==> src/hw/rtl/dns_query_packet_builder_unit_assert.svh <==
// assertion macros for the dns query packet builder
`ifndef DNS_QUERY_PACKET_BUILDER_UNIT_ASSERT_SVH
`define DNS_QUERY_PACKET_BUILDER_UNIT_ASSERT_SVH

`ifndef ASSERT_OFF
// checked only out of reset
`define DQB_ASSERT(lbl, clk, rst, prop, msg) \
  lbl: assert property (@(posedge clk) disable iff (rst) prop) else $error(msg);
// checked on every edge, reset included
`define DQB_ASSERT_ALWAYS(lbl, clk, prop, msg) \
  lbl: assert property (@(posedge clk) prop) else $error(msg);
`else
`define DQB_ASSERT(lbl, clk, rst, prop, msg)
`define DQB_ASSERT_ALWAYS(lbl, clk, prop, msg)
`endif

`endif

==> src/hw/rtl/dqb_pkg.sv <==
// shared types, constants and byte tables of the dns query packet builder
package dqb_pkg;

  typedef enum logic [2:0] {
    ST_IDLE,
    ST_HEADER,
    ST_LEN,
    ST_LABEL,
    ST_FOOTER
  } state_t;

  typedef enum logic [1:0] {
    KIND_CHAR,
    KIND_DOT,
    KIND_END
  } kind_t;

  typedef enum logic [1:0] {
    SRC_HEADER,
    SRC_LEN,
    SRC_LABEL,
    SRC_FOOTER
  } src_t;

  localparam logic [7:0] DOT_CHAR = 8'h2E;
  localparam logic [7:0] END_CHAR = 8'h00;
  localparam logic [7:0] BYTE_ONE = 8'h01;
  localparam logic [7:0] BYTE_ZERO = 8'h00;

  localparam int POS_W = 4;
  localparam logic [POS_W-1:0] HEADER_LAST = 4'd11;
  localparam logic [POS_W-1:0] FOOTER_LAST = 4'd4;

  // header byte positions that are not fixed at zero
  localparam logic [POS_W-1:0] POS_ID_HI = 4'd0;
  localparam logic [POS_W-1:0] POS_ID_LO = 4'd1;
  localparam logic [POS_W-1:0] POS_FLAGS_HI = 4'd2;
  localparam logic [POS_W-1:0] POS_QDCOUNT_LO = 4'd5;
  // footer byte positions that are one
  localparam logic [POS_W-1:0] POS_QTYPE_LO = 4'd2;
  localparam logic [POS_W-1:0] POS_QCLASS_LO = 4'd4;

  typedef struct packed {
    logic accept;
    logic emit;
    src_t src;
    logic pos_clr;
    logic pos_inc;
    logic idx_clr;
    logic idx_inc;
    logic run_last;
    logic pkt_end;
  } cmd_t;

  typedef struct packed {
    kind_t in_kind;
    kind_t kind;
    logic  header_sent;
    logic  cur_label_nz;
    logic  emit_nz;
    logic  pos_hdr_last;
    logic  pos_ftr_last;
    logic  idx_last;
    logic  out_free;
  } status_t;

  function automatic logic [7:0] header_byte(input logic [POS_W-1:0] pos,
                                             input logic [15:0] id);
    logic [7:0] b;
    b = BYTE_ZERO;
    if (pos == POS_ID_HI) begin
      b = id[15:8];
    end else if (pos == POS_ID_LO) begin
      b = id[7:0];
    end else if (pos == POS_FLAGS_HI || pos == POS_QDCOUNT_LO) begin
      b = BYTE_ONE;
    end
    return b;
  endfunction

  function automatic logic [7:0] footer_byte(input logic [POS_W-1:0] pos);
    logic [7:0] b;
    b = BYTE_ZERO;
    if (pos == POS_QTYPE_LO || pos == POS_QCLASS_LO) begin
      b = BYTE_ONE;
    end
    return b;
  endfunction

endpackage

==> src/hw/rtl/dqb_ctrl.sv <==
// controller state machine: sequences header, length, label and footer bytes
module dqb_ctrl (
  input  logic             clk,
  input  logic             rst,
  input  logic             in_valid,
  output logic             in_ready,
  input  dqb_pkg::status_t st,
  output dqb_pkg::cmd_t    cmd
);

  dqb_pkg::state_t state;
  dqb_pkg::state_t state_next;

  // where an item goes once the header is out (or was already out)
  function automatic dqb_pkg::state_t after_header(input dqb_pkg::kind_t k,
                                                   input logic label_nz);
    dqb_pkg::state_t s;
    s = dqb_pkg::ST_IDLE;
    unique case (k)
      dqb_pkg::KIND_END: s = label_nz ? dqb_pkg::ST_LEN : dqb_pkg::ST_FOOTER;
      dqb_pkg::KIND_DOT: s = label_nz ? dqb_pkg::ST_LEN : dqb_pkg::ST_IDLE;
      default:           s = dqb_pkg::ST_IDLE;
    endcase
    return s;
  endfunction

  always_ff @(posedge clk) begin
    if (rst) begin
      state <= dqb_pkg::ST_IDLE;
    end else begin
      state <= state_next;
    end
  end

  always_comb begin
    state_next = state;
    unique case (state)
      dqb_pkg::ST_IDLE: begin
        if (in_valid) begin
          state_next = st.header_sent ? after_header(st.in_kind, st.cur_label_nz)
                                      : dqb_pkg::ST_HEADER;
        end
      end
      dqb_pkg::ST_HEADER: begin
        if (st.out_free && st.pos_hdr_last) begin
          state_next = after_header(st.kind, st.emit_nz);
        end
      end
      dqb_pkg::ST_LEN: begin
        if (st.out_free) begin
          state_next = dqb_pkg::ST_LABEL;
        end
      end
      dqb_pkg::ST_LABEL: begin
        if (st.out_free && st.idx_last) begin
          state_next = (st.kind == dqb_pkg::KIND_END) ? dqb_pkg::ST_FOOTER
                                                      : dqb_pkg::ST_IDLE;
        end
      end
      dqb_pkg::ST_FOOTER: begin
        if (st.out_free && st.pos_ftr_last) begin
          state_next = dqb_pkg::ST_IDLE;
        end
      end
      default: state_next = dqb_pkg::ST_IDLE;
    endcase
  end

  always_comb begin
    in_ready = 1'b0;
    cmd = '0;
    cmd.src = dqb_pkg::SRC_HEADER;
    unique case (state)
      dqb_pkg::ST_IDLE: begin
        in_ready   = 1'b1;
        cmd.accept = in_valid;
      end
      dqb_pkg::ST_HEADER: begin
        cmd.emit = st.out_free;
        cmd.src  = dqb_pkg::SRC_HEADER;
        if (st.out_free) begin
          if (st.pos_hdr_last) begin
            cmd.pos_clr  = 1'b1;
            cmd.run_last = (after_header(st.kind, st.emit_nz) == dqb_pkg::ST_IDLE);
          end else begin
            cmd.pos_inc = 1'b1;
          end
        end
      end
      dqb_pkg::ST_LEN: begin
        cmd.emit = st.out_free;
        cmd.src  = dqb_pkg::SRC_LEN;
      end
      dqb_pkg::ST_LABEL: begin
        cmd.emit = st.out_free;
        cmd.src  = dqb_pkg::SRC_LABEL;
        if (st.out_free) begin
          if (st.idx_last) begin
            cmd.idx_clr  = 1'b1;
            cmd.run_last = (st.kind != dqb_pkg::KIND_END);
          end else begin
            cmd.idx_inc = 1'b1;
          end
        end
      end
      dqb_pkg::ST_FOOTER: begin
        cmd.emit = st.out_free;
        cmd.src  = dqb_pkg::SRC_FOOTER;
        if (st.out_free) begin
          if (st.pos_ftr_last) begin
            cmd.pos_clr  = 1'b1;
            cmd.run_last = 1'b1;
            cmd.pkt_end  = 1'b1;
          end else begin
            cmd.pos_inc = 1'b1;
          end
        end
      end
      default: begin
        in_ready = 1'b0;
      end
    endcase
  end

endmodule

==> src/hw/rtl/dqb_datapath.sv <==
// datapath: label buffer, query id, byte counters and output register
module dqb_datapath #(
  parameter int MAX_LABEL = 32
) (
  input  logic             clk,
  input  logic             rst,
  input  logic [7:0]       in_char,
  input  logic             cfg_valid,
  input  logic [15:0]      cfg_data,
  input  dqb_pkg::cmd_t    cmd,
  output dqb_pkg::status_t st,
  output logic             out_valid,
  input  logic             out_ready,
  output logic [7:0]       out_byte,
  output logic             out_last,
  output logic [1:0]       out_user
);

  localparam int CNT_W = $clog2(MAX_LABEL + 1);
  localparam int IDX_W = (MAX_LABEL > 1) ? $clog2(MAX_LABEL) : 1;

  logic [15:0]              query_id;
  logic [7:0]               label_mem [MAX_LABEL];
  logic [7:0]               rd_byte;
  logic [CNT_W-1:0]         label_count;
  logic [CNT_W-1:0]         emit_len;
  logic                     header_sent;
  logic                     overflow_seen;
  logic                     ovf_flag;
  dqb_pkg::kind_t           kind;
  dqb_pkg::kind_t           in_kind;
  logic [dqb_pkg::POS_W-1:0] pos;
  logic [IDX_W-1:0]         idx;
  logic [IDX_W-1:0]         idx_next;
  logic                     out_free;
  logic [7:0]               byte_sel;
  logic                     buf_room;

  assign in_kind = (in_char == dqb_pkg::DOT_CHAR) ? dqb_pkg::KIND_DOT :
                   (in_char == dqb_pkg::END_CHAR) ? dqb_pkg::KIND_END :
                                                    dqb_pkg::KIND_CHAR;
  assign buf_room = (label_count < CNT_W'(MAX_LABEL));
  assign out_free = !out_valid || out_ready;

  always_ff @(posedge clk) begin
    if (rst) begin
      query_id <= '0;
    end else if (cfg_valid) begin
      query_id <= cfg_data;
    end
  end

  // label buffer and per-query state
  always_ff @(posedge clk) begin
    if (rst) begin
      label_count   <= '0;
      emit_len      <= '0;
      header_sent   <= 1'b0;
      overflow_seen <= 1'b0;
      ovf_flag      <= 1'b0;
      kind          <= dqb_pkg::KIND_CHAR;
    end else if (cmd.accept) begin
      kind        <= in_kind;
      ovf_flag    <= overflow_seen;
      header_sent <= (in_kind != dqb_pkg::KIND_END);
      if (in_kind == dqb_pkg::KIND_CHAR) begin
        if (buf_room) begin
          label_count <= label_count + CNT_W'(1);
        end else begin
          overflow_seen <= 1'b1;
        end
      end else begin
        // label moves to the replay side, buffer starts over
        emit_len      <= label_count;
        label_count   <= '0;
        overflow_seen <= 1'b0;
      end
    end
  end

  always_ff @(posedge clk) begin
    if (cmd.accept && in_kind == dqb_pkg::KIND_CHAR && buf_room) begin
      label_mem[label_count[IDX_W-1:0]] <= in_char;
    end
  end

  // read port follows the index it will hold, so rd_byte always matches idx
  always_comb begin
    idx_next = idx;
    if (cmd.accept || cmd.idx_clr) begin
      idx_next = '0;
    end else if (cmd.idx_inc) begin
      idx_next = idx + IDX_W'(1);
    end
  end

  always_ff @(posedge clk) begin
    rd_byte <= label_mem[idx_next];
  end

  always_ff @(posedge clk) begin
    if (rst) begin
      idx <= '0;
      pos <= '0;
    end else begin
      idx <= idx_next;
      if (cmd.accept || cmd.pos_clr) begin
        pos <= '0;
      end else if (cmd.pos_inc) begin
        pos <= pos + dqb_pkg::POS_W'(1);
      end
    end
  end

  always_comb begin
    unique case (cmd.src)
      dqb_pkg::SRC_HEADER: byte_sel = dqb_pkg::header_byte(pos, query_id);
      dqb_pkg::SRC_LEN:    byte_sel = 8'(emit_len);
      dqb_pkg::SRC_LABEL:  byte_sel = rd_byte;
      dqb_pkg::SRC_FOOTER: byte_sel = dqb_pkg::footer_byte(pos);
      default:             byte_sel = dqb_pkg::BYTE_ZERO;
    endcase
  end

  always_ff @(posedge clk) begin
    if (rst) begin
      out_valid <= 1'b0;
    end else if (cmd.emit) begin
      out_valid <= 1'b1;
    end else if (out_ready) begin
      out_valid <= 1'b0;
    end
  end

  always_ff @(posedge clk) begin
    if (cmd.emit) begin
      out_byte    <= byte_sel;
      out_last    <= cmd.run_last;
      out_user[0] <= cmd.pkt_end;
      out_user[1] <= (cmd.src != dqb_pkg::SRC_HEADER) && ovf_flag;
    end
  end

  always_comb begin
    st.in_kind      = in_kind;
    st.kind         = kind;
    st.header_sent  = header_sent;
    st.cur_label_nz = (label_count != '0);
    st.emit_nz      = (emit_len != '0);
    st.pos_hdr_last = (pos == dqb_pkg::HEADER_LAST);
    st.pos_ftr_last = (pos == dqb_pkg::FOOTER_LAST);
    st.idx_last     = ((CNT_W'(idx) + CNT_W'(1)) == emit_len);
    st.out_free     = out_free;
  end

endmodule

==> src/hw/rtl/dns_query_packet_builder_unit.sv <==
// top level of the dns query packet builder
//
//   channel   direction  payload
//   s_axis    in         tdata = name_char
//   m_axis    out        tdata = out_byte, tlast = run_last,
//                        tuser = packet_end, label_overflow
//   cfg       in         data = query_id
//
// an item is taken while the sequencer is idle, then each byte it produces passes
// through the output register; a plain character after the header produces no byte
// ready stays low while bytes of the previous item are still being produced,
// so a new item is not taken until every byte of the previous item is sequenced
// a stall on m_axis holds the sequencer in place; nothing is dropped
// synchronous reset clears the sequencer and per-query state, not the buffer
`include "dns_query_packet_builder_unit_assert.svh"

module dns_query_packet_builder_unit #(
  parameter int MAX_LABEL = 32
) (
  input  logic        clk,
  input  logic        rst,
  input  logic        s_axis_tvalid,
  output logic        s_axis_tready,
  input  logic [7:0]  s_axis_tdata,   // [7:0] name_char
  output logic        m_axis_tvalid,
  input  logic        m_axis_tready,
  output logic [7:0]  m_axis_tdata,   // [7:0] out_byte
  output logic        m_axis_tlast,
  output logic [1:0]  m_axis_tuser,   // [0] packet_end, [1] label_overflow
  input  logic        cfg_valid,
  output logic        cfg_ready,
  input  logic [15:0] cfg_data
);

  dqb_pkg::cmd_t    cmd;
  dqb_pkg::status_t st;

  assign cfg_ready = 1'b1;

  dqb_ctrl u_ctrl (
    .clk      (clk),
    .rst      (rst),
    .in_valid (s_axis_tvalid),
    .in_ready (s_axis_tready),
    .st       (st),
    .cmd      (cmd)
  );

  dqb_datapath #(
    .MAX_LABEL (MAX_LABEL)
  ) u_dp (
    .clk       (clk),
    .rst       (rst),
    .in_char   (s_axis_tdata),
    .cfg_valid (cfg_valid),
    .cfg_data  (cfg_data),
    .cmd       (cmd),
    .st        (st),
    .out_valid (m_axis_tvalid),
    .out_ready (m_axis_tready),
    .out_byte  (m_axis_tdata),
    .out_last  (m_axis_tlast),
    .out_user  (m_axis_tuser)
  );

  `DQB_ASSERT(a_emit_needs_room, clk, rst, cmd.emit |-> st.out_free, "byte emitted into a full output register")
  `DQB_ASSERT(a_no_emit_while_taking, clk, rst, s_axis_tready |-> !cmd.emit, "byte emitted while taking an item")
  `DQB_ASSERT(a_end_is_last, clk, rst, (m_axis_tvalid && m_axis_tuser[0]) |-> m_axis_tlast, "packet end without run last")
  `DQB_ASSERT(a_emit_fills, clk, rst, cmd.emit |=> m_axis_tvalid, "emitted byte not presented")

endmodule

==> config.mk <==
export PLATFORM = sky130hd
export DESIGN_NAME = dns_query_packet_builder_unit
export DESIGN_NICKNAME = d
export VERILOG_FILES = /design/src/hw/rtl/dqb_pkg.sv /design/src/hw/rtl/dqb_ctrl.sv /design/src/hw/rtl/dqb_datapath.sv /design/src/hw/rtl/dns_query_packet_builder_unit.sv
export VERILOG_INCLUDE_DIRS = /design/src /design/src/hw/rtl
export SDC_FILE = /design/constraint.sdc
export NUM_CORES = 1
export LEC_CHECK = 0
export ABC_AREA = 1
export BUFFER_PORTS_ARGS = -buffer_cell sky130_fd_sc_hd__buf_2
export CAP_MARGIN = 0
export CORE_MARGIN = 5
export CORE_UTILIZATION = 45
export DETAILED_ROUTE_END_ITERATION = 10
export PLACE_DENSITY = 0.69
export RECOVER_POWER = 100
export REMOVE_ABC_BUFFERS = 1
export SLEW_MARGIN = 20
export SYNTH_ARGS = -nofsm -noshare
export SYNTH_HDL_FRONTEND = slang
export SYNTH_SLANG_ARGS = --single-unit
export TNS_END_PERCENT = 1
==> constraint.sdc <==
create_clock -name clk -period 4.6 [get_ports clk]
set_clock_uncertainty 0.1 [all_clocks]
set_input_delay 0.69 -clock clk [delete_from_list [all_inputs] [get_ports clk]]
set_output_delay 0.69 -clock clk [all_outputs]
set_load 0.02 [all_outputs]
# After elaboration in Yosys (flattened, before gate mapping)
# Memories as Yosys holds them, arrays and structs flattened. A register that Yosys moved wholly into a read port is not among the register bits.
# Cells that the tools add are included.
[totals]
register_bits = 57
ram_bits = 256
input_bits = 29
out_inout_bits = 14
word_cells = 131
memories = 1
[op_classes]
addsub = 4
n_lt_le_gt_ge = 1
eq_ne = 27
n_mux = 54
bitwise = 1
reduce_logical = 28
[memory_table]
columns = ["name", "words", "width", "rd", "rd_ports_with_merged_regs", "write_ports", "line_no", "rtl"]
rows = [
  ["u_dp.label_mem", 32, 8, 1, 1, 1, "dqb_datapath.sv:23", "logic [7:0] label_mem [MAX_LABEL];"],
]
[op_table]
columns = ["op", "n"]
rows = [
  ["$mux 3", 13],
  ["$pmux 8 s4", 1],
  ["$mux 1", 19],
  ["$mux 2", 9],
  ["$mux 8", 2],
  ["$pmux 3 s5", 1],
  ["$mux 6", 2],
  ["$pmux 3 s2", 2],
  ["$pmux 3 s4", 1],
  ["$reduce_bool 6->1", 2],
  ["$mux 5", 2],
  ["$ne 2x1->1 const B", 5],
  ["$eq 2x2->1 const B", 4],
  ["$eq 4x3->1 const B", 2],
  ["$eq 8x6->1 const B", 1],
  ["$logic_not 8->1", 1],
  ["$ne 2x2->1 const B", 4],
  ["$reduce_and 2->1", 4],
  ["$add 5x1->6 const B", 1],
  ["$add 6x1->6 const B", 1],
  ["$eq 2x1->1 const B", 3],
  ["$eq 3x2->1 const B", 2],
  ["$eq 6x6->1", 1],
  ["$logic_and 1x1->1", 6],
  ["other kinds (19)", 26],
]

# Logic depth before layout (Yosys ltp)
# Gate-level depths: netlist (run 1).
[logic_depth]
ltp_word = 10
depth_mapped = 19

# By module
# Synthesis (run 1) repeated with hierarchy kept, for this count alone.
[hier_totals]
hier_cells = 1609
hier_area_um2 = 15079.5
[modules_own_cells]
columns = ["module", "instances", "cells_per_inst", "area_each_um2", "seq_area_each_um2"]
rows = [
  ["dqb_datapath", 1, 1516, 14537.7, 9038.7],
  ["dqb_ctrl", 1, 91, 530.5, 60.1],
  ["dns_query_packet_builder_unit", 1, 2, 11.3, 0.0],
]

# Worst setup path before layout (run 1)
# OpenSTA, ideal clock, no wires.
[synth_timing]
path_type = "reg-to-reg"
startpoint = "register u_ctrl.state[1]"
endpoint = "memory u_dp.label_mem[15][0], enable pin"
arrival_time_ps = 2130
t_required_ps = 4126
slack_ps = 1996
stages_incl_launch_ff = 10
path_buffers = 0
path_cell_list = "dfxtp_1 > nor2_1 > inv_2 > nor2_2 > inv_2 > nor2_2 > inv_2 > nor3_2 > nand2_1 > nor2_1"
[synth_via]
elab_chain_cells = 6
[synth_rtl]
columns = ["element", "line_no", "rtl"]
rows = [
  ["start: declaration", "dqb_ctrl.sv:11", "dqb_pkg::state_t state;"],
  ["start signal: assignment", "dqb_ctrl.sv:29", "state <= dqb_pkg::ST_IDLE;"],
  ["start signal: assignment", "dqb_ctrl.sv:31", "state <= state_next;"],
  ["$logic_not 3->1", "dqb_ctrl.sv:73", "unique case (state)"],
  ["$mux 1", "dqb_ctrl.sv:73", ""],
  ["$logic_and 1x1->1 (2 in series)", "dqb_datapath.sv:82", "if (cmd.accept && in_kind == dqb_pkg::KIND_CHAR && buf_room) begin"],
  ["$mux 1", "dqb_datapath.sv:82", ""],
  ["$mux 1 (implied by the code)", "dqb_datapath.sv:83", "label_mem[label_count[IDX_W-1:0]] <= in_char;"],
  ["end: declaration", "dqb_datapath.sv:23", ""],
]
# Every way passes these cells.

# Worst setup path after layout (run 1)
[layout_timing]
startpoint = "register u_ctrl.state[1]"
endpoint = "register u_dp.rd_byte[6], read port of u_dp.label_mem"
[layout_via]
elab_chain_cells = 4
word_cells_on_any_way = 7
[layout_rtl]
columns = ["element", "line_no", "rtl"]
rows = [
  ["$eq 3x2->1 or $logic_not 3->1 (tied branches)", "dqb_ctrl.sv:73", ""],
  ["$mux 2 or $mux 1 (tied branches)", "dqb_ctrl.sv:73", ""],
  ["$mux 5 or $logic_or 1x1->1 (tied branches)", "dqb_datapath.sv:92, dqb_datapath.sv:90", ""],
  ["$mux 5 *", "dqb_datapath.sv:90", "if (cmd.accept || cmd.idx_clr) begin"],
  ["end: declaration", "dqb_datapath.sv:24", "logic [7:0] rd_byte;"],
]
# Every way passes the cells marked *; elsewhere a longest branch is shown, timed or not.
# A chain may end at the register's enable or synchronous reset.

==> results of run 1 <==
routing by layer:
metal  vias to the layer above  share of wire
li1                       5030              -
met3                        80          0.075
met1                      5008           0.42
met4                         0          0.033
met2                       431           0.47
met5                         -              0
report_power, final:
group	switching (mW)	total, mW	internal, mW	leakage (nW)
registers	0.0862	3.42	3.33	2.86
clock network	1.14	2.81	1.67	0.560
logic	1.31	1.75	0.448	2.67
worst max-delay path by stage:
stage	endpoint	slack (ps)	cells after the start
final	u_dp.rd_byte[6]	770	17
after global placement	u_dp.label_mem[25][6]	1090	9
after floorplan	u_dp.rd_byte[4]	-970	11
after global routing	u_dp.rd_byte[2]	450	17
after CTS	u_dp.rd_byte[5]	1090	16
after detailed placement	u_dp.label_mem[29][6]	1060	9
through the flow:
step	utilization	setup WS (ps)
after floorplan	-	-971.4
after global placement	0.4699	1086
after detailed placement	0.4699	1055
after CTS	0.5064	1089
after global routing	0.5051	453.8
final	0.5051	769.0
logic make-up after synthesis:
logic type	Yosys count
other	1
adder cells (fa/ha/maj)	11
flip-flops	321
AND/OR/NAND/NOR	836
XOR/XNOR	2
buffers and inverters	166
AO/OA/AOI/OAI	109
sequential cells by signal, indices dropped and copies added, names as in the netlist, 2 cells and up:
signal,cells
u_dp.pos,4
u_dp.label_mem,256
u_dp.rd_byte,8
u_dp.emit_len,6
u_dp.query_id,16
u_dp.idx,5
u_dp.out_user,2
u_ctrl.state,3
u_dp.kind,2
u_dp.label_count,6
u_dp.out_byte,8
synthesized netlist by cell type, drive strengths merged, types with 5 or more instances:
master  instances
o21ai          70
nor3           12
inv            81
nor2          111
buf            59
edfxtp        267
dfxtp          54
nand2         467
nand4         110
a22oi           5
ha             11
nand3         130
clkbuf         23
a21oi          21
worst register-to-register path, cell delays in order (launching register included):
cell and delay, ps:
dfxtp_1 360, nor2_1 120, clkinv_1 110, nor2_1 300
inv_1 160, nor2_1 320, clkinvlp_2 230, buf_4 290
nand2_4 170, inv_1 80, nand3_2 180, buf_4 560
nand2_1 240, nand3_1 130, nand3_1 130, nand2_1 110
nand2_1 50, nand2_1 130
layout make-up:
type / instances / area (um^2) / area share
multi-input cells: 959 / 4483 / 0.2820
clock inverters: 22 / 232.7 / 0.01464
well taps: 402 / 503.0 / 0.03164
inverters: 84 / 316.6 / 0.01991
flip-flops and latches: 321 / 9099 / 0.5723
repair buffers: 62 / 347.8 / 0.02188
clock buffers: 40 / 915.9 / 0.05761
==> summary.md, run 1 <==
| Metric | Value |
|---|---|
| Synth Area in Adders | 0.009626 |
| Arrival @ worst endpoint | 4180 ps |
| Vias in the first global route | 9908 |
| Synth unique cells | 41 |
| Status | finished, violations left |
| Iteration count of the initial detailed-routing pass | 6 |
| Synth Area in XOR/XNOR | 0.001750 |
| Layout cells sized above 1 | 0.07056 |
| Die width | 188.2 um |
| Top-area cell type share of the netlist area | 0.5608 |
| Initial antenna violation count | 0 |
| Num CTS Buffers | 35 |
| Yosys reg bits | 321 |
| Clk sinks | 321 |
| Final wirelength | 35.61 mm |
| Post-synthesis simple-gate area fraction | 0.2601 |
| Complex-gate fraction of the synthesized area | 0.04157 |
| Global routing's busiest layer | met2 |
| Cell Area, Synth | 14300 um^2 |
| DP HPWL | 22.18 mm |
| Async S/R FF share, synth | 0 |
| Leakage | 6.085 nW |
| Pwr per Cell Area | 502.1 nW/um^2 |
| Startpoint Class | flop |
| Area leader, netlist | edfxtp_1 |
| Pin count of the biggest net entering global routing | 105 |
| DRC Markers | 0 |
| Crit path top cell by count | nand2_1 |
| Mux share of post-synthesis cell area | 0 |
| R2r endpoint | u_dp.rd_byte[6] |
| Power, Total | 7.983 mW |
| Starting Density | 0.4543 |
| Hold path depth | 3 |
| Largest family of logic cells by synthesized area | simple AND/OR/NAND/NOR gates |
| Antenna Nets Post-Route | 0 |
| CP top delay family | simple AND/OR/NAND/NOR gates |
| Setup crit start | u_ctrl.state[1] |
| Hold path start | cfg_data[11] |
| Clock root buffer | clkbuf_16 |
| Crit Path Class | flop to flop |
| Max Freq | 261.0 MHz |
| Ranking of synthesized cells by area | edfxtp_1, nand2_1, dfxtp_1 |
| Most common cell after layout, fill and taps aside | nand2_1 |
| Row count | 65 |
| Syn Inst Count | 1446 |
| Failing checks | capacitance limit, slew limit |
| # nets final | 1503 |
| WP data required | 4950 ps |
| Max Slew Vio Count | 230 |
| Finish-stage setup viols | 0 |
| Clk pin slew, worst setup/hold paths | 60 ps |
| Most frequent cells in the layout | nand2_1, edfxtp_1, nand3_1 |
| Worst Hold Endpoint | u_dp.query_id[11] |
| Total gr overflow | 0 |
| CTS H-tree lvls | 2 |
| Vias per std cell | 5.581 |
| Final hold violation count | 0 |
| Fin crit share | 0.8328 |
| GR Util met2 | 0.3231 |
| Total number of yosys warnings | 0 |
| Global-route wire length before repair | 55.73 mm |
| RSZ-0062 raised after global routing | false |
| Min Tclk post-route | 3831 ps |
| Clk buf depth | 3 |
| CP max stage delay | 560 ps |
| Placed Instances | 1827 |
| Maxcap violations | 7 |
| Fill cells | 2757 |
| Slew HR | -0.2884 |
| Post-CTS sizing | 0 |
| Met3 GRT Util | 0.03112 |
| Via count | 10550 |
| I/O pin cnt | 43 |
| Violation count after the first detailed-routing iteration | 1100 |
| Worst hold-check path type | input port to flop |
| Post-DP Area | 14790 um^2 |
| Least-Margin Pin Slew | 1933 ps |
| Crit-path slowest cell | buf_4 |
| Core Box Area | 31470 um^2 |
| Main synth FF type | edfxtp_1 |
| Gr usage total | 0.1970 |
| Finished Cell Area | 15900 um^2 |
| CTS tree | built |
| Grt met1 use | 0.2706 |
| Area growth from synthesis to layout | 11.19% |
| PortBufs | 41 |
| Avg Cell Area, Syn | 9.888 um^2 |
| Setup bufs post-CTS | 0 |
| CP Capture Type | flop |
| FF-to-FF Start | u_ctrl.state[1] |
| Crit-path max FO | 57 |
| Post-synth EDFFs | 267 |
| Crit-path cells | nor2_1 -> clkinv_1 -> nor2_1 -> inv_1 -> nor2_1 -> clkinvlp_2 -> buf_4 -> nand2_4 -> inv_1 -> nand3_2 -> buf_4 -> nand2_1 -> nand3_1 -> nand3_1 -> nand2_1 -> nand2_1 -> nand2_1 |
| Worst vdd ir | 0.0002988 V |
| Clock Latency Late Sink | 520 ps |
| WHS | 292.5 ps |
| Fin Setup TNS | 0 ps |
| R2r setup slk | 770 ps |
| Length in cells of the worst reg-to-reg path | 17 |
| Die area | 35440 um^2 |
| Hold buffer count at cts | 0 |
| RD Place Congestion | 0.8690 |
| WP buf/inv | 6 |
| Post-route non-filler standard cell count | 1890 |
| Post-synthesis sequential area ratio | 0.6364 |
| Ant. Diodes | 0 |
| Die Y | 188.2 um |
| WL/cell | 18.84 um |
(Power assumes the default switching activity.)
==> run 2: changes to the inputs <==
ABC_AREA = 0   (was 1)
clock period = 3.7 ns   (was 4.6 ns; I/O delays follow)
==> run 2 against run 1 <==
Net effect: the flow still finishes with violations (capacitance limit, slew limit); worst setup slack got worse by 540 ps; sequential power increased by 24%; critical endpoint is now u_dp.rd_byte[1]; routed wire length decreased by 5.4%; sequential share of layout area down 0.30 points; highest routed layer unchanged.
==> summary.md, run 2 <==
| Metric | Value |
|---|---|
| Status | finished, violations left |
| Failing checks | capacitance limit, slew limit |
| Crit-path max FO | 32 (-44%) |
| Slew HR | -0.3326 (-0.04422) |
| DP HPWL | 22.24 mm (+0.27%) |
| Power, Total | 8.889 mW (+11%) |
| Most frequent cells in the layout | edfxtp_1, nor2_1, mux2i_1 |
| Fin Setup TNS | 0 ps (unchanged) |
| Clock Latency Late Sink | 520 ps (about the same) |
| Gr usage total | 0.1941 (-0.002944) |
| Layout cells sized above 1 | 0.1425 (+0.07192) |
| R2r setup slk | 230 ps (-540 ps) |
| Pin count of the biggest net entering global routing | 47 (-55%) |
| Hold path start | cfg_data[6] |
| Clk sinks | 321 (unchanged) |
| Crit-path slowest cell | nor4_1 |
| Startpoint Class | flop |
| FF-to-FF Start | u_dp.idx[1] |
| Crit path top cell by count | buf_12 |
| Crit Path Class | flop to flop |
| PortBufs | 41 (unchanged) |
| Worst vdd ir | 0.0004756 V (+59%) |
| Vias in the first global route | 8839 (-11%) |
| WP data required | 3970 ps (-980 ps) |
| Final hold violation count | 0 (unchanged) |
| Leakage | 5.309 nW (-13%) |
| Worst hold-check path type | input port to flop |
| Async S/R FF share, synth | 0 (unchanged) |
| Max Slew Vio Count | 143 (-38%) |
| Die area | 34310 um^2 (-3.2%) |
| Via count | 9047 (-14%) |
| Antenna Nets Post-Route | 0 (unchanged) |
| Worst Setup EP | u_dp.rd_byte[1] |
| Final wirelength | 33.69 mm (-5.4%) |
| # nets final | 1178 (-22%) |
| Starting Density | 0.4541 (about the same) |
| Most common cell after layout, fill and taps aside | edfxtp_1 |
| Length in cells of the worst reg-to-reg path | 12 (-5) |
| Placed Instances | 1497 (-18%) |
| Crit-path cells | ha_2 -> xnor2_1 -> nand2_1 -> a2111oi_4 -> buf_4 -> a21oi_4 -> buf_12 -> buf_12 -> mux2i_1 -> o22ai_1 -> nor4_1 -> a22oi_1 |
| Max FFs per register | 256 (unchanged) |
| Fill cells | 2548 (-7.6%) |
| Post-layout util | 0.5252 (+0.02006) |
| CP max stage delay | 520 ps (-40 ps) |
| Top-area cell type share of the netlist area | 0.5802 (+0.01945) |
| Arrival @ worst endpoint | 3740 ps (-440 ps) |
| Violation count after the first detailed-routing iteration | 948 (-14%) |
| Main synth FF type | edfxtp_1 |
| WL/cell | 21.58 um (+15%) |
| CP Capture Type | flop |
| RSZ-0062 raised after global routing | false |
| Synth unique cells | 63 (+54%) |
| Min Tclk post-route | 3475 ps (-356.1 ps) |
| Post-route non-filler standard cell count | 1561 (-17%) |
| Die Y | 185.2 um (-1.6%) |
| Num CTS Buffers | 35 (unchanged) |
| Post-synthesis sequential area ratio | 0.6585 (+0.02207) |
| Avg Cell Area, Syn | 13.17 um^2 (+33%) |
| Pwr per Cell Area | 556.3 nW/um^2 (+11%) |
| Least-Margin Pin Slew | 1999 ps (+66.33 ps) |
| Ranking of synthesized cells by area | edfxtp_1, dfxtp_1, mux2i_1 |
| R2r endpoint | u_dp.rd_byte[1] |
| DRC Markers | 0 (unchanged) |
| Global-route wire length before repair | 51.74 mm (-7.2%) |
| Core Box Area | 30430 um^2 (-3.3%) |
| Yosys reg bits | 321 (unchanged) |
| Fin crit share | 0.9392 (+0.1063) |
| Max Freq | 287.8 MHz (+10%) |
| Row count | 64 (-1.5%) |
| Die width | 185.2 um (-1.6%) |
| Cell Area, Synth | 13820 um^2 (-3.4%) |
| Maxcap violations | 4 (-3) |
| Finished Cell Area | 15980 um^2 (+0.52%) |
| Clk pin slew, worst setup/hold paths | 60 ps (about the same) |
| Most frequent cell after synthesis | edfxtp_1 |
| Post-DP Area | 14810 um^2 (+0.16%) |
| Total number of yosys warnings | 0 (unchanged) |
| CTS H-tree lvls | 2 (unchanged) |
| Setup crit start | u_dp.idx[1] |
| Total gr overflow | 0 (unchanged) |
| Clk buf depth | 3 (unchanged) |
| Ant. Diodes | 0 (unchanged) |
| Syn Inst Count | 1049 (-27%) |
| Finish-stage setup viols | 0 (unchanged) |
| I/O pin cnt | 43 (unchanged) |
| Clock root buffer | clkbuf_16 |
| Area growth from synthesis to layout | 15.65% |
| RD Place Congestion | 0.8953 (+3.0%) |
| Post-synth EDFFs | 267 (unchanged) |
| Initial antenna violation count | 0 (unchanged) |
| CTS tree | built |
| Area leader, netlist | edfxtp_1 |
| List of most frequent post-synthesis cells | edfxtp_1, nor2_1, mux2i_1, nand2_1, a211oi_1 |
| Iteration count of the initial detailed-routing pass | 7 (+1) |
| Vias per std cell | 5.796 (+3.8%) |
==> run 2: area by class of cell <==
| type | instances | area (um^2) | area share |
|---|---|---|---|
| well taps | 396 | 495.5 | 0.03101 |
| inverters | 38 | 142.6 | 0.008926 |
| clock inverters | 16 | 214.0 | 0.01339 |
| clock buffers | 48 | 985.9 | 0.06170 |
| flip-flops and latches | 321 | 9099 | 0.5694 |
| multi-input cells | 628 | 4308 | 0.2696 |
| repair buffers | 114 | 735.7 | 0.04604 |
==> run 2: worst max-delay path, delay by kind of cell, from the launching register on <==
kind	cells	cell delay [ps]
AOI/OAI and AO/OA	4	830
and+or+nand+nor	2	660
buffers and inverters	3	620
DFF	1	390
adders and majority gates	1	330
muxes	1	220
xor gates and xnor gates	1	150
==> run 2: routing by layer <==
metal	global-route usage	routed length (um)	up-vias
met5	0	0	-
met4	0.05843	893	0
met3	0.03810	2497	60
met2	0.3081	15730	347
met1	0.2727	14560	4481
li1	-	-	4159
==> run 2: what timing repair did <==
action                     in CTS  in global routing
setup endpoints to repair       1                  8
setup buffers                   0                  0
pin swaps                       0                  1
resized for setup               1                  7
hold buffers                    0                  0
==> run 2: per-stage QoR <==
stage	worst slack, ps	hold WS, ps
finish	225.1	187.1
global route	17.26	190.0
CTS	18.11	182.0
detailed placement	-5.423	348.9
global placement	38.36	340.4
floorplan	-2543	325.5
==> run 2: cells by family (layout without fill, tap and decap cells) <==
group,Yosys count,count (layout),share of synthesized area
other,1,1,0.0002714
muxes,116,116,0.09127
and+or+nand+nor,287,287,0.09707
adders and majority gates,11,11,0.009960
xor gates and xnor gates,10,10,0.006338
DFF,321,321,0.6585
AOI/OAI and AO/OA,203,203,0.1042
buffers and inverters,100,216,0.03242
==> run 2: worst min-delay path by stage <==
stage / cells after the start / endpoint / slack (ps)
2_1_floorplan: 2 / u_dp.ovf_flag / 330
3_3_place_gp: 2 / u_dp.ovf_flag / 340
3_5_place_dp: 2 / u_dp.ovf_flag / 350
4_1_cts: 3 / u_dp.query_id[6] / 180
5_1_grt: 3 / u_dp.query_id[4] / 190
6_report: 3 / u_dp.query_id[6] / 190
==> run 2: where the power goes <==
| part | internal (mW) | total (mW) | switching (mW) | leakage (nW) |
|---|---|---|---|---|
| clock network | 2.17 | 3.58 | 1.42 | 0.574 |
| registers | 4.12 | 4.23 | 0.110 | 2.85 |
| logic | 0.333 | 1.08 | 0.745 | 1.88 |
==> run 3: changes to the inputs <==
MAX_ROUTING_LAYER = met4   (was not set)
PLACE_DENSITY = not set   (was 0.69)
PLACE_DENSITY_LB_ADDON = 0.12   (was not set)
==> run 3 against run 2 <==
Net effect: the run still ends with capacitance limit, slew limit left; routed wire length rose by 1.2%; utilization down 0.33 points; sequential share of layout area grew 0.36 points; global-route usage is 1.4 points higher; combinational power up 6%; non-clock buffer count fell by 14; hold slack worse by 9.0 ps; largest cell class unchanged.
==> summary.md, run 3 (synthesis gave the netlist of run 2 again) <==
| Metric | Value |
|---|---|
| Status | finished, violations left |
| Failing checks | capacitance limit, slew limit |
| Most frequent cells in the layout | edfxtp_1, nor2_1, mux2i_1 |
| Min Tclk post-route | 3606 ps (+130.9 ps) |
| Final Worst Setup Slack | 94.22 ps (-130.9 ps) |
| Leakage | 5.223 nW (-1.6%) |
| Die width | 185.2 um (unchanged) |
| Pin count of the biggest net entering global routing | 44 (-6.4%) |
| Vias per std cell | 5.678 (-2.0%) |
| Clk pin slew, worst setup/hold paths | 60 ps (about the same) |
| Clock Latency Late Sink | 520 ps (about the same) |
| Hold buffer count at cts | 0 (unchanged) |
| Crit Path Class | flop to flop |
| RSZ-0062 raised after global routing | true |
| Area growth from synthesis to layout | 14.91% |
| Violation count after the first detailed-routing iteration | 588 (-38%) |
| Gr usage total | 0.2080 (+0.01398) |
| Vias in the first global route | 8604 (-2.7%) |
| CP max stage delay | 530 ps (about the same) |
| Maxcap violations | 5 (+1) |
| Antenna Nets Post-Route | 0 (unchanged) |
| Crit-path cells | ha_1 -> nand3_1 -> o21a_1 -> a2111oi_4 -> buf_12 -> a21o_1 -> buf_4 -> or2_2 -> a211oi_1 -> nor4_2 -> a22oi_1 |
| I/O pin cnt | 43 (unchanged) |
| Pwr per Cell Area | 555.4 nW/um^2 (-0.15%) |
| R2r setup slk | 90 ps (-130 ps) |
| Post-layout util | 0.5218 (-0.003330) |
| Num CTS Buffers | 36 (+2.9%) |
| Hold path depth | 3 (unchanged) |
| PortBufs | 41 (unchanged) |
| Worst Hold Endpoint | u_dp.query_id[15] |
| NetSw | 2.238 mW (-1.5%) |
| Clock root buffer | clkbuf_16 |
| Die Y | 185.2 um (unchanged) |
| Starting Density | 0.4541 (unchanged) |
| Via count | 8778 (-3.0%) |
| Initial antenna violation count | 0 (unchanged) |
| Max Slew Vio Count | 174 (+22%) |
| Fin crit share | 0.9745 (+0.03537) |
| Clock power share | 0.393 (-0.010) |
| R2r endpoint | u_dp.rd_byte[7] |
| Hold path start | cfg_data[15] |
| DP HPWL | 23.04 mm (+3.6%) |
| Place WS | -263.7 ps (-258.3 ps) |
| Startpoint Class | flop |
| Finish-stage setup viols | 0 (unchanged) |
| Crit-path max FO | 29 (-9.4%) |
| WP data required | 3950 ps (-20 ps) |
| Internal power | 6.582 mW (-0.55%) |
| Most common cell after layout, fill and taps aside | edfxtp_1 |
| Die area | 34310 um^2 (unchanged) |
| Final hold violation count | 0 (unchanged) |
| Switching Share | 0.2537 (-0.001743) |
| Worst hold-check path type | input port to flop |
| Max Freq | 277.3 MHz (-3.6%) |
| Iteration count of the initial detailed-routing pass | 7 (unchanged) |
| Layout cells sized above 1 | 0.1304 (-0.01205) |
| Seq pwr share | 0.478 (+0.002) |
| Length in cells of the worst reg-to-reg path | 11 (-1) |
| Logic pwr share | 0.130 (+0.009) |
| Arrival @ worst endpoint | 3860 ps (+120 ps) |
| RD Place Congestion | 0.8755 (-2.2%) |
| CTS tree | built |
| DRC Markers | 0 (unchanged) |
| CP Capture Type | flop |
| Core Box Area | 30430 um^2 (unchanged) |
| Max FFs per register | 256 (unchanged) |
| Worst vdd ir | 0.0003214 V (-32%) |
| # nets final | 1165 (-1.1%) |
| Slew HR | -0.4035 (-0.07096) |
| CTS H-tree lvls | 2 (unchanged) |
| Global-route wire length before repair | 52.98 mm (+2.4%) |
| Clk sinks | 321 (unchanged) |
| Power, Total | 8.820 mW (-0.78%) |
| FF-to-FF Start | u_dp.idx[1] |
| WL/cell | 22.06 um (+2.2%) |
| Clk buf depth | 3 (unchanged) |
| Final wirelength | 34.10 mm (+1.2%) |
| Row count | 64 (unchanged) |
| Least-Margin Pin Slew | 2105 ps (+106.4 ps) |
| Total gr overflow | 0 (unchanged) |
| Ant. Diodes | 0 (unchanged) |
| Crit-path slowest cell | nor4_2 |
## run 3: stage by stage
| step | cells | hold slack [ps] | cell area [um^2] | setup TNS (ps) |
|---|---|---|---|---|
| 3_5_place_dp | 1477 | 347.8 | 14690 | -574.1 |
| 4_1_cts | 1540 | 162.0 | 15860 | -159.4 |
| 5_1_grt | 1546 | 188.6 | 15880 | -147.2 |
| 3_3_place_gp | 1477 | 348.8 | 14690 | -510.4 |
| 6_report | 1546 | 178.1 | 15880 | 0 |
| 2_1_floorplan | 987 | 325.5 | 13510 | -20110 |
## run 3: worst max-delay path, delay by kind of cell, from the launching register on
| kind | cells | cell delay [ps] |
|---|---|---|
| compound gates | 5 | 1210 |
| simple gates | 3 | 980 |
| fa+ha+maj | 1 | 300 |
| buf+inv | 2 | 490 |
| flops | 1 | 370 |
## run 3: worst max-delay path by stage
stage	startpoint	endpoint	slack (ps)	cells past startpoint
2_1_floorplan	u_ctrl.state[1]	u_dp.rd_byte[6]	-2540	8
3_3_place_gp	m_axis_tready	u_dp.rd_byte[7]	-260	8
3_5_place_dp	m_axis_tready	u_dp.rd_byte[7]	-260	8
4_1_cts	u_ctrl.state[1]	u_dp.rd_byte[4]	-160	7
5_1_grt	u_dp.idx[1]	u_dp.rd_byte[7]	-70	11
6_report	u_dp.idx[1]	u_dp.rd_byte[7]	90	11
## run 3: cell type report
class	instances	area (um^2)
fillers	2670	14550
flip-flops and latches	321	9099
multi-input cells	628	4353
clock buffers	50	993.5
repair buffers	100	635.6
well taps	396	495.5
clock inverters	13	160.2
inverters	38	142.6
## run 3: metal layers
metal,vias up,share of wire,wire [um],track usage
met5,-,0,0,-
met4,0,0.021,724,0.05138
met3,47,0.054,1853,0.02769
met2,253,0.46,15740,0.3198
met1,4344,0.46,15780,0.2966
li1,4134,-,-,-
## run 3: power groups by stage
| stage | combinational (mW) | sequential [mW] | clock (mW) |
|---|---|---|---|
| 6_report | 1.14 | 4.21 | 3.46 |
| 2_1_floorplan | 0.547 | 4.36 | 0 |
| 4_1_cts | 1.16 | 4.21 | 3.55 |
| 3_3_place_gp | 1.15 | 4.28 | 0 |
| 5_1_grt | 1.24 | 4.23 | 3.72 |
| 3_5_place_dp | 1.16 | 4.28 | 0 |
## run 3: what timing repair did
item,4_1_cts,5_1_grt
pin swaps,0,2
endpoints found under the setup margin,3,7
buffers inserted,0,6
gates resized for setup,2,9
